--- src/sv/fmr_pkg.sv ---
// Shared types, constants and helpers for the float mid-range stream block.
// No dependencies; imported by the top level and the sum unit.
`timescale 1ns / 1ps
`default_nettype none
package fmr_pkg;

	localparam int unsigned WordW = 32;
	localparam int unsigned SumW = 28;

	localparam logic [31:0] NegZero = 32'h8000_0000;
	localparam logic [31:0] QNan = 32'h7FC0_0000;
	localparam logic [7:0] ExpMax = 8'hFF;

	typedef enum logic [1:0] {
		CNT_NONE = 2'd0,
		CNT_ONE  = 2'd1,
		CNT_MANY = 2'd2
	} fmr_cnt_t;

	// Request handed to the sum unit on the last word of a set.
	typedef struct packed {
		logic        pass;
		logic [31:0] pass_bits;
		logic [31:0] mx;
		logic [31:0] mn;
	} fmr_req_t;

	function automatic logic is_nan(input logic [31:0] b);
		return (b[30:23] == ExpMax) && (b[22:0] != 23'd0);
	endfunction

	// Map float bits onto an unsigned key that orders -0 below +0.
	function automatic logic [31:0] order_key(input logic [31:0] b);
		return b[31] ? ~b : {1'b1, b[30:0]};
	endfunction

endpackage
`default_nettype wire

--- src/sv/float_midrange_stream_top.sv ---
// Top level of the float mid-range stream block: input stage, running min/max
// and the sum unit. Depends on fmr_pkg and fmr_sum_unit.
//
//  channel | dir | handshake        | payload
//  --------+-----+------------------+---------------------------------------
//  s_      | in  | s_tvalid/s_tready| s_tdata = sample[31:0], s_tlast = is_last
//  m_      | out | m_tvalid/m_tready| m_tdata = midrange[31:0]
//
// One word per cycle enters unless the output is stalled; no gaps are required.
// After the last word is accepted, the accepting edge loads the input stage,
// then the min/max update loads the request register, the add loads the sum
// register, and normalize/round/halve loads the output register and m_tvalid.
// Reset clears all valid bits and the running set state at once.
// A stalled output word freezes the whole pipeline; s_tready drops only then.
`timescale 1ns / 1ps
`default_nettype none
module float_midrange_stream_top
	import fmr_pkg::*;
(
	input  wire logic              clk,
	input  wire logic              arst_n,
	input  wire logic              s_tvalid,
	output logic                   s_tready,
	input  wire logic [WordW-1:0]  s_tdata,   // [31:0] sample
	input  wire logic              s_tlast,
	output logic                   m_tvalid,
	input  wire logic              m_tready,
	output logic [WordW-1:0]       m_tdata    // [31:0] midrange
);

	logic adv;

	// advance every stage unless the output word is held
	assign adv = ~(m_tvalid & ~m_tready);
	assign s_tready = adv;

	// input stage
	logic        vld_s1;
	logic [31:0] sample_s1;
	logic        last_s1;

	always_ff @(posedge clk or negedge arst_n) begin
		if (!arst_n) begin
			vld_s1 <= 1'b0;
		end else if (adv) begin
			vld_s1 <= s_tvalid;
		end
	end

	always_ff @(posedge clk) begin
		if (adv) begin
			sample_s1 <= s_tdata;
			last_s1 <= s_tlast;
		end
	end

	// running set state
	logic [31:0] run_min_q, run_max_q, nan_bits_q;
	fmr_cnt_t    cnt_q;
	logic        nan_q;

	logic [31:0] min_n, max_n, nan_bits_n;
	fmr_cnt_t    cnt_n;
	logic        nan_n;
	fmr_req_t    req;

	always_comb begin
		min_n = run_min_q;
		max_n = run_max_q;
		nan_bits_n = nan_bits_q;
		cnt_n = cnt_q;
		nan_n = nan_q;
		if (!nan_q) begin
			if (is_nan(sample_s1)) begin
				nan_n = 1'b1;
				nan_bits_n = sample_s1;
			end else if (cnt_q == CNT_NONE) begin
				min_n = sample_s1;
				max_n = sample_s1;
				cnt_n = CNT_ONE;
			end else begin
				// key order puts -0 below +0, matching the signed-zero preference
				if (order_key(sample_s1) < order_key(run_min_q)) begin
					min_n = sample_s1;
				end else if (order_key(sample_s1) > order_key(run_max_q)) begin
					max_n = sample_s1;
				end
				cnt_n = CNT_MANY;
			end
		end
		req.pass = nan_n | (cnt_n != CNT_MANY);
		req.pass_bits = nan_n ? nan_bits_n : min_n;
		req.mx = max_n;
		req.mn = min_n;
	end

	always_ff @(posedge clk or negedge arst_n) begin
		if (!arst_n) begin
			run_min_q <= '0;
			run_max_q <= '0;
			nan_bits_q <= '0;
			cnt_q <= CNT_NONE;
			nan_q <= 1'b0;
		end else if (adv && vld_s1) begin
			if (last_s1) begin
				// drop the set state once its result is on its way
				run_min_q <= '0;
				run_max_q <= '0;
				nan_bits_q <= '0;
				cnt_q <= CNT_NONE;
				nan_q <= 1'b0;
			end else begin
				run_min_q <= min_n;
				run_max_q <= max_n;
				nan_bits_q <= nan_bits_n;
				cnt_q <= cnt_n;
				nan_q <= nan_n;
			end
		end
	end

	// request register toward the sum unit
	logic     vld_s2;
	fmr_req_t req_s2;

	always_ff @(posedge clk or negedge arst_n) begin
		if (!arst_n) begin
			vld_s2 <= 1'b0;
		end else if (adv) begin
			vld_s2 <= vld_s1 & last_s1;
		end
	end

	always_ff @(posedge clk) begin
		if (adv) begin
			req_s2 <= req;
		end
	end

	fmr_sum_unit u_sum (
		.clk      (clk),
		.arst_n   (arst_n),
		.en       (adv),
		.req_vld  (vld_s2),
		.req      (req_s2),
		.res_vld  (m_tvalid),
		.res_bits (m_tdata)
	);

endmodule
`default_nettype wire

--- src/sv/fmr_sum_unit.sv ---
// Sum unit: align and add max+min, then normalize, round and halve; special values pass unhalved.
// Depends on fmr_pkg. Two register stages: sum register and result register.
`timescale 1ns / 1ps
`default_nettype none
module fmr_sum_unit
	import fmr_pkg::*;
(
	input  wire logic        clk,
	input  wire logic        arst_n,
	input  wire logic        en,
	input  wire logic        req_vld,
	input  wire fmr_req_t    req,
	output logic             res_vld,
	output logic [31:0]      res_bits
);

	logic            vld_s3;
	logic            spec_s3;
	logic [31:0]     spec_bits_s3;
	logic            sign_s3;
	logic            sub_s3;
	logic [8:0]      exp_s3;
	logic [SumW-1:0] sum_s3;

	// align and add
	logic            a_inf, b_inf, spec;
	logic [31:0]     spec_bits, big, lit;
	logic [7:0]      ea, eb, d;
	logic [23:0]     ma, mb;
	logic [26:0]     av, bfull, bs, mask;
	logic            sticky, sub;
	logic [SumW-1:0] sum;

	always_comb begin
		a_inf = req.mx[30:23] == ExpMax;
		b_inf = req.mn[30:23] == ExpMax;
		spec = 1'b1;
		spec_bits = req.pass_bits;
		if (req.pass) begin
			spec_bits = req.pass_bits;
		end else if (a_inf && b_inf && (req.mx[31] != req.mn[31])) begin
			spec_bits = QNan;
		end else if (a_inf) begin
			spec_bits = req.mx;
		end else if (b_inf) begin
			spec_bits = req.mn;
		end else begin
			spec = 1'b0;
		end
		if (req.mx[30:0] >= req.mn[30:0]) begin
			big = req.mx;
			lit = req.mn;
		end else begin
			big = req.mn;
			lit = req.mx;
		end
		ea = (big[30:23] == 8'd0) ? 8'd1 : big[30:23];
		eb = (lit[30:23] == 8'd0) ? 8'd1 : lit[30:23];
		ma = {big[30:23] != 8'd0, big[22:0]};
		mb = {lit[30:23] != 8'd0, lit[22:0]};
		d = ea - eb;
		av = {ma, 3'b000};
		bfull = {mb, 3'b000};
		mask = 27'd0;
		if (d >= 8'd27) begin
			bs = 27'd0;
			sticky = |mb;
		end else begin
			mask = ~(27'h7FF_FFFF << d[4:0]);
			bs = bfull >> d[4:0];
			sticky = |(bfull & mask);
		end
		bs[0] = bs[0] | sticky;
		sub = big[31] != lit[31];
		sum = sub ? ({1'b0, av} - {1'b0, bs}) : ({1'b0, av} + {1'b0, bs});
	end

	always_ff @(posedge clk or negedge arst_n) begin
		if (!arst_n) begin
			vld_s3 <= 1'b0;
		end else if (en) begin
			vld_s3 <= req_vld;
		end
	end

	always_ff @(posedge clk) begin
		if (en) begin
			spec_s3 <= spec;
			spec_bits_s3 <= spec_bits;
			sign_s3 <= big[31];
			sub_s3 <= sub;
			exp_s3 <= {1'b0, ea};
			sum_s3 <= sum;
		end
	end

	// normalize, round, halve
	logic [26:0] n;
	logic [8:0]  e, lz, sh;
	logic        up;
	logic [24:0] m25;
	logic [23:0] m, hm, h;
	logic [7:0]  field;
	logic [31:0] s, half;

	always_comb begin
		lz = 9'd27;
		for (int i = 0; i < 27; i++) begin
			if (sum_s3[i]) begin
				lz = 9'(26 - i);
			end
		end
		if (sum_s3[27]) begin
			n = sum_s3[27:1];
			n[0] = sum_s3[1] | sum_s3[0];
			e = exp_s3 + 9'd1;
			sh = 9'd0;
		end else begin
			sh = (lz < exp_s3 - 9'd1) ? lz : exp_s3 - 9'd1;
			n = sum_s3[26:0] << sh[4:0];
			e = exp_s3 - sh;
		end
		up = n[2] & (n[3] | n[1] | n[0]);
		m25 = {1'b0, n[26:3]} + 25'(up);
		if (m25[24]) begin
			m = m25[24:1];
			e = e + 9'd1;
		end else begin
			m = m25[23:0];
		end
		field = m[23] ? e[7:0] : 8'd0;
		if (sum_s3 == '0) begin
			s = {sign_s3 & ~sub_s3, 31'd0};
		end else if (e >= 9'd255) begin
			s = {sign_s3, ExpMax, 23'd0};
		end else begin
			s = {sign_s3, field, m[22:0]};
		end
		if (spec_s3) begin
			s = spec_bits_s3;
		end
		// halve: exact exponent step for normals, rounded shift near subnormal range
		hm = {s[30:23] == 8'd1, s[22:0]};
		h = (hm >> 1) + 24'(hm[0] & hm[1]);
		if (spec_s3 || s[30:23] >= 8'd2) begin
			half = (spec_s3 || s[30:23] == ExpMax) ? s : {s[31], s[30:23] - 8'd1, s[22:0]};
		end else begin
			half = {s[31], 7'd0, h};
		end
	end

	always_ff @(posedge clk or negedge arst_n) begin
		if (!arst_n) begin
			res_vld <= 1'b0;
		end else if (en) begin
			res_vld <= vld_s3;
		end
	end

	always_ff @(posedge clk) begin
		if (en) begin
			res_bits <= half;
		end
	end

endmodule
`default_nettype wire

--- config.mk ---
export PLATFORM = sky130hd
export DESIGN_NAME = float_midrange_stream_top
export DESIGN_NICKNAME = d
export VERILOG_FILES = /design/src/sv/fmr_pkg.sv /design/src/sv/float_midrange_stream_top.sv /design/src/sv/fmr_sum_unit.sv
export SDC_FILE = /design/constraint.sdc
export NUM_CORES = 1
export LEC_CHECK = 0
export ABC_AREA = 1
export BUFFER_PORTS_ARGS = -buffer_cell sky130_fd_sc_hd__buf_2
export CORE_UTILIZATION = 35
export DETAILED_ROUTE_END_ITERATION = 8
export GPL_TIMING_DRIVEN = 0
export SYNTH_ARGS = -nofsm -noshare
export SYNTH_HDL_FRONTEND = slang
export SYNTH_SLANG_ARGS = --single-unit
--- constraint.sdc ---
create_clock -name clk -period 13.5 [get_ports clk]
set_clock_uncertainty 0.1 [all_clocks]
set_input_delay 0.675 -clock clk [delete_from_list [all_inputs] [get_ports clk]]
set_output_delay 0.675 -clock clk [all_outputs]
set_load 0.03 [all_outputs]
==> metrics, run 1 <==
Slowest-stage cell, CP=o21ai_0; crit path from=req_s2[22]$_DFFE_PN_; final instance area=29500 µm²; Slew Viols, Final=0; Num CTS Buffers=38; Finished Layout Cells=4754; status=finished, final reports clean; share of the yosys chip area belonging to registers=0.360; share of cells above drive strength 1=0.0605; Initial Util=0.355; Via density=5.33; CP arrival=11240 ps; Area Growth Syn to Fin=10.8%; routed len/inst=around 19 µm; Global Route Usage Sum=0.231; 1st-iter DRT viols=between 2000 and 2500; Most common cell on crit path=nand2_1; Slew @ Worst Pin=978 ps; share of the synthesized area in the top cell type=0.263; clock transition at the registers of the reported paths=60 ps; Root Driver=clkbuf_16; most frequent cell after synthesis=nand2_1; Post-Synthesis Cells=3644; drt first pass iters=6; CTS tree=yes; gpl congestion=1.00; Mapped Area=about 27000 µm²; period utilization=0.818; slowest stage delay, CP=730 ps; die area=77100 µm²; top cell family by delay on the critical path=simple AND/OR/NAND/NOR gates; DPL Wire Length=72.5 mm; RSZ-0062 raised after global routing=false; Synthesis Warnings=0; DP Area=28200 µm²; CTS H-tree lvls=2; Worst slew margin=0.343; dpl cells=4685; R2R Path Start=req_s2[22]$_DFFE_PN_; grt total ovfl=0; pin count of the biggest net entering global routing=123; core area=74800 µm²; Post-synth EDFFs=233; clock sinks=336; antenna cells=0; Synth async-reset ratio=0.307; worst path buffer plus inverter count=11; Layout fillers=between 7000 and 8000; CTS max path bufs=3; Setup crit end kind=register; fmax=0.0906 GHz; fin crit period=11040 ps; Nets=roughly 4000; WS Path Type=register to register; Final ANT Viol Nets=0; # IOs=71; global-route wire length before repair=139 mm; min-delay src=s_tdata[11]; Via Count=~25000; Syn Nets=3855; chip width=278 µm; post-CTS sizing=0; # DRC=0; final setup fails=0; TNS Setup=0 ps; row count=100; via count of the first global-routing pass=roughly 24000; dominant cell type by area after synthesis=edfxtp_1; drt total wl=90.9 mm; DIE HEIGHT=approximately 280 µm; Hold-fix buffers, CTS=1; r2r setup slk=approximately 2500 ps; synth unique cells=66; PortBufs=70; min-delay worst type=input pin to register; Max-Cap Viols=0; Seq cells post-synth=around 340; Avg Cell Area, Syn=7.30 µm²; Post-synth top cells=nand2_1, o21ai_0, inv_1; initial antenna violation count=0; final-report hold violation count=0; kind of start point of the critical path=register; Top FF cell, synth=edfxtp_1; CP Max Fanout=10; worst-skew pair later-pin latency=570 ps; Worst Path Required=13700 ps; top post-synthesis cells by area=edfxtp_1, nand2_1, dfrtp_1; Post-CTS Setup Inserts=0
-- state kept, by name, summed over array words and instances, names as in the netlist --
name and flops:
req_s2 97, nan_bits_q 32, run_max_q 32, run_min_q 32
sample_s1 32, u_sum.res_bits 32, u_sum.spec_bits_s3 32, u_sum.sum_s3 28
u_sum.exp_s3 8, cnt_q 2, last_s1 1, nan_q 1
u_sum.res_vld 1, u_sum.sign_s3 1, u_sum.spec_s3 1, u_sum.sub_s3 1
u_sum.vld_s3 1, vld_s1 1, vld_s2 1
-- kinds of logic after synthesis --
logic type	share of synthesized area
xor+xnor	0.0537
fa+ha+maj	0.0827
flops	0.360
compound gates	0.151
mux	0.00151
simple gates	0.264
buf+inv	0.0868
-- metrics by stage --
step / hold WS [ps] / worst slack, ps / util
after floorplan: 279 / 5470 / -
after CTS: 153 / 2790 / 0.394
final: 177 / 2460 / 0.394
after global routing: 160 / 1700 / 0.394
after global placement: 340 / 2660 / 0.376
after detailed placement: 345 / 2870 / 0.377
-- final timing paths --
| kind | to | depth (start not counted) |
|---|---|---|
| max | u_sum.sum_s3[25]$_DFFE_PN_ | 56 |
| min | sample_s1[11]$_DFFE_PN_ | 1 |
| max reg2reg | u_sum.sum_s3[25]$_DFFE_PN_ | 56 |
| min reg2reg | u_sum.res_vld$_DFFE_PN0N_ | 2 |
| max in group asynchronous | run_max_q[16]$_DFFE_PN0P_ | 3 |
| min in group asynchronous | run_min_q[13]$_DFFE_PN0P_ | 2 |
-- routing by layer --
| metal | GRT usage | up-vias | routed length [µm] |
|---|---|---|---|
| li1 | - | 12400 | - |
| met2 | 0.370 | 936 | 40500 |
| met4 | 0.0966 | 0 | 4140 |
| met1 | 0.314 | 11700 | 40900 |
| met3 | 0.0279 | 210 | 5360 |
| met5 | 0 | - | 0 |
-- cell type report --
class                      instances  area (µm²)  area share
clock buffer                      49        1010      0.0343
buffer                           157         709      0.0241
tap                              969        1210      0.0411
timing repair buffer              73         418      0.0142
sequential                       336        9570       0.325
clock inverter                    19         228     0.00772
inverter                         426        1610      0.0545
multi-input combinational       2725       14700       0.499
-- cell usage in the layout (no fill, tap or decap), types with 38 or more instances in the layout --
| master | instances |
|---|---|
| nand2_1 | 1002 |
| o21ai_0 | 424 |
| inv_1 | 413 |
| nand3_1 | 284 |
| edfxtp_1 | 233 |
| nor2_1 | 197 |
| ha_1 | 171 |
| a21oi_1 | 150 |
| clkbuf_1 | 116 |
| dfrtp_1 | 103 |
| buf_2 | 87 |
| xor2_1 | 86 |
| xnor2_1 | 77 |
| nand4_1 | 54 |
| nor3_1 | 40 |
| clkbuf_16 | 38 |
Power of run 1 is not shown: default switching activity piles up to over one toggle a cycle in this logic, so the estimate is an artifact.
==> inputs of run 2 (changes only) <==
ABC_AREA = 0   (was 1)
clock period = 10.2 ns   (was 13.5 ns; I/O delays follow)
==> metrics, run 2 <==
Setup crit end kind=register; Layout fillers=7574 (-3.5%); # DRC=0 (unchanged); TNS Setup=0 ps (unchanged); die area=78300 µm² (+1.5%); CTS tree=yes; Reg2Reg Capture Point=u_sum.sum_s3[27]$_DFFE_PN_; row count=101 (+1.0%); Max-Cap Viols=0 (unchanged); Slew @ Worst Pin=1140 ps (+167 ps); period utilization=0.976 (+0.158); most frequent cell after synthesis=nand2_1; global-route wire length before repair=149 mm (+6.8%); min-delay src=s_tdata[28]; CTS max path bufs=3 (unchanged); Seq cells post-synth=336 (unchanged); Via Count=24800 (-2.0%); core area=76200 µm² (+1.8%); grt total ovfl=0 (unchanged); worst-skew pair later-pin latency=590 ps (+20 ps); Slowest-stage cell, CP=edfxtp_1; DIE HEIGHT=280 µm (+0.76%); clock sinks=336 (unchanged); chip width=280 µm (+0.76%); cell depth of the worst flop-to-flop path=48 (-14%); kind of start point of the critical path=register; pin count of the biggest net entering global routing=86 (-30%); final-report hold violation count=0 (unchanged); Initial Util=0.354 (-0.00105); Most flops, register=req_s2; Post-Synthesis Cells=2992 (-18%); Finished Layout Cells=4261 (-10%); crit path from=req_s2[45]$_DFFE_PN_; Syn Nets=3203 (-17%); DP Area=28800 µm² (+2.0%); CP arrival=10160 ps (-1080 ps); CTS H-tree lvls=2 (unchanged); Nets=3408 (-14%); Slew Viols, Final=0 (unchanged); Top FF cell, synth=edfxtp_1; Mapped Area=27000 µm² (+1.5%); 1st-iter DRT viols=2529 (+8.8%); final setup fails=0 (unchanged); drt total wl=99.2 mm (+9.1%); fin crit period=9950 ps (-1090 ps); drt first pass iters=7 (+1); Root Driver=clkbuf_16; status=finished, final reports clean; PortBufs=70 (unchanged); R2R Path Start=req_s2[45]$_DFFE_PN_; Via density=5.83 (+9.4%); Num CTS Buffers=39 (+2.6%); number of stages on the worst setup path=48 (-14%); slowest stage delay, CP=760 ps (+30 ps); top post-synthesis cells by area=edfxtp_1, dfrtp_1, ha_1; RSZ-0062 raised after global routing=true; commonest non-fill, non-tap cell in the layout=nand2_1; top cell family by delay on the critical path=compound AO/OA/AOI/OAI gates; fmax=0.100 GHz (+11%); Largest register FFs=97 (unchanged); WS Path Type=register to register; share of the yosys chip area belonging to registers=0.355 (-0.00547); final instance area=31400 µm² (+6.6%); gpl congestion=1.03 (+2.6%); Critical Path End=u_sum.sum_s3[27]$_DFFE_PN_; dpl cells=4097 (-13%); Post-synth EDFFs=233 (unchanged); CP Max Fanout=10 (unchanged); worst path buffer plus inverter count=6 (-5); Avg Cell Area, Syn=9.03 µm² (+24%); Synth async-reset ratio=0.307 (unchanged); Worst slew margin=0.235 (-0.108); most frequent cells in the layout=nand2_1, edfxtp_1, o21ai_0; Final ANT Viol Nets=0 (unchanged); # IOs=71 (unchanged); dpl ws=-3830 ps (-6700 ps); share of the synthesized area in the top cell type=0.259 (-0.00400); Synthesis Warnings=0 (unchanged); dominant cell type by area after synthesis=edfxtp_1; Worst Path Required=10410 ps (-3290 ps); Global Route Usage Sum=0.249 (+0.0179); r2r setup slk=250 ps (-2210 ps); synth unique cells=107 (+62%); DPL Wire Length=74.3 mm (+2.6%); Area Growth Syn to Fin=16.4%; via count of the first global-routing pass=23300 (-1.7%); routed len/inst=23.3 µm (+22%); final setup margin=246 ps (-2210 ps); min-delay worst type=input pin to register; share of cells above drive strength 1=0.125 (+0.0647); initial antenna violation count=3 (+3); clock transition at the registers of the reported paths=60 ps (about the same); Post-synth top cells=nand2_1, edfxtp_1, o21ai_0
-- run 2: worst min-delay path by stage --
stage | cells after the start | to | slack [ps]
after CTS | 2 | vld_s1$_DFFE_PN0N_ | 30
final | 1 | sample_s1[28]$_DFFE_PN_ | 40
after detailed placement | 1 | run_max_q[7]$_DFFE_PN0P_ | 270
after floorplan | 0 | cnt_q[0]$_DFFE_PN0P_ | 110
after global placement | 1 | u_sum.res_vld$_DFFE_PN0N_ | 350
after global routing | 1 | sample_s1[27]$_DFFE_PN_ | 30
-- run 2: layout make-up --
class | instances | area, µm² | area share
diodes | 3 | 7.51 | 0.000239
plain buffers | 192 | 975 | 0.0310
clock buffers | 52 | 1050 | 0.0336
clock inverters | 20 | 324 | 0.0103
inverters | 136 | 510 | 0.0162
multi-input cells | 2326 | 16400 | 0.523
flip-flops and latches | 336 | 9570 | 0.305
well taps | 1030 | 1290 | 0.0410
repair buffers | 166 | 1250 | 0.0398
-- run 2: per-stage QoR --
stage / utilization / hold slack [ps]
finish: 0.412 / 35.8
CTS: 0.409 / 29.4
global route: 0.412 / 31.3
global placement: 0.376 / 352
floorplan: - / 114
detailed placement: 0.378 / 268
-- run 2: logic make-up (layout without fill, tap and decap cells) --
| logic type | Yosys count | in the layout | synth area share |
|---|---|---|---|
| AO/OA/AOI/OAI | 912 | 912 | 0.223 |
| XOR/XNOR | 169 | 169 | 0.0548 |
| adder cells (fa/ha/maj) | 174 | 174 | 0.0814 |
| buffers and inverters | 330 | 566 | 0.0482 |
| flip-flops | 336 | 336 | 0.355 |
| multiplexers | 184 | 184 | 0.0766 |
| other | 0 | 3 | 0 |
| AND/OR/NAND/NOR | 887 | 887 | 0.161 |
-- run 2: timing repair --
item | in CTS | in global routing
resized for setup | 111 | 57
endpoints found under the setup margin | 27 | 41
hold endpoints to repair | 49 | 0
buffers inserted | 41 | 20
hold buffers | 30 | 0
cloned | 0 | 0
pin swaps | 11 | 18
-- run 2: layer usage --
metal,vias up,part of all wire,routed length (µm),GRT usage
li1,11500,-,-,-
met1,11900,0.43,42800,0.335
met2,1127,0.45,44200,0.394
met3,278,0.073,7290,0.0386
met4,4,0.049,4870,0.107
met5,-,0.00031,31,0
Power of run 2 is left out for the same reason.
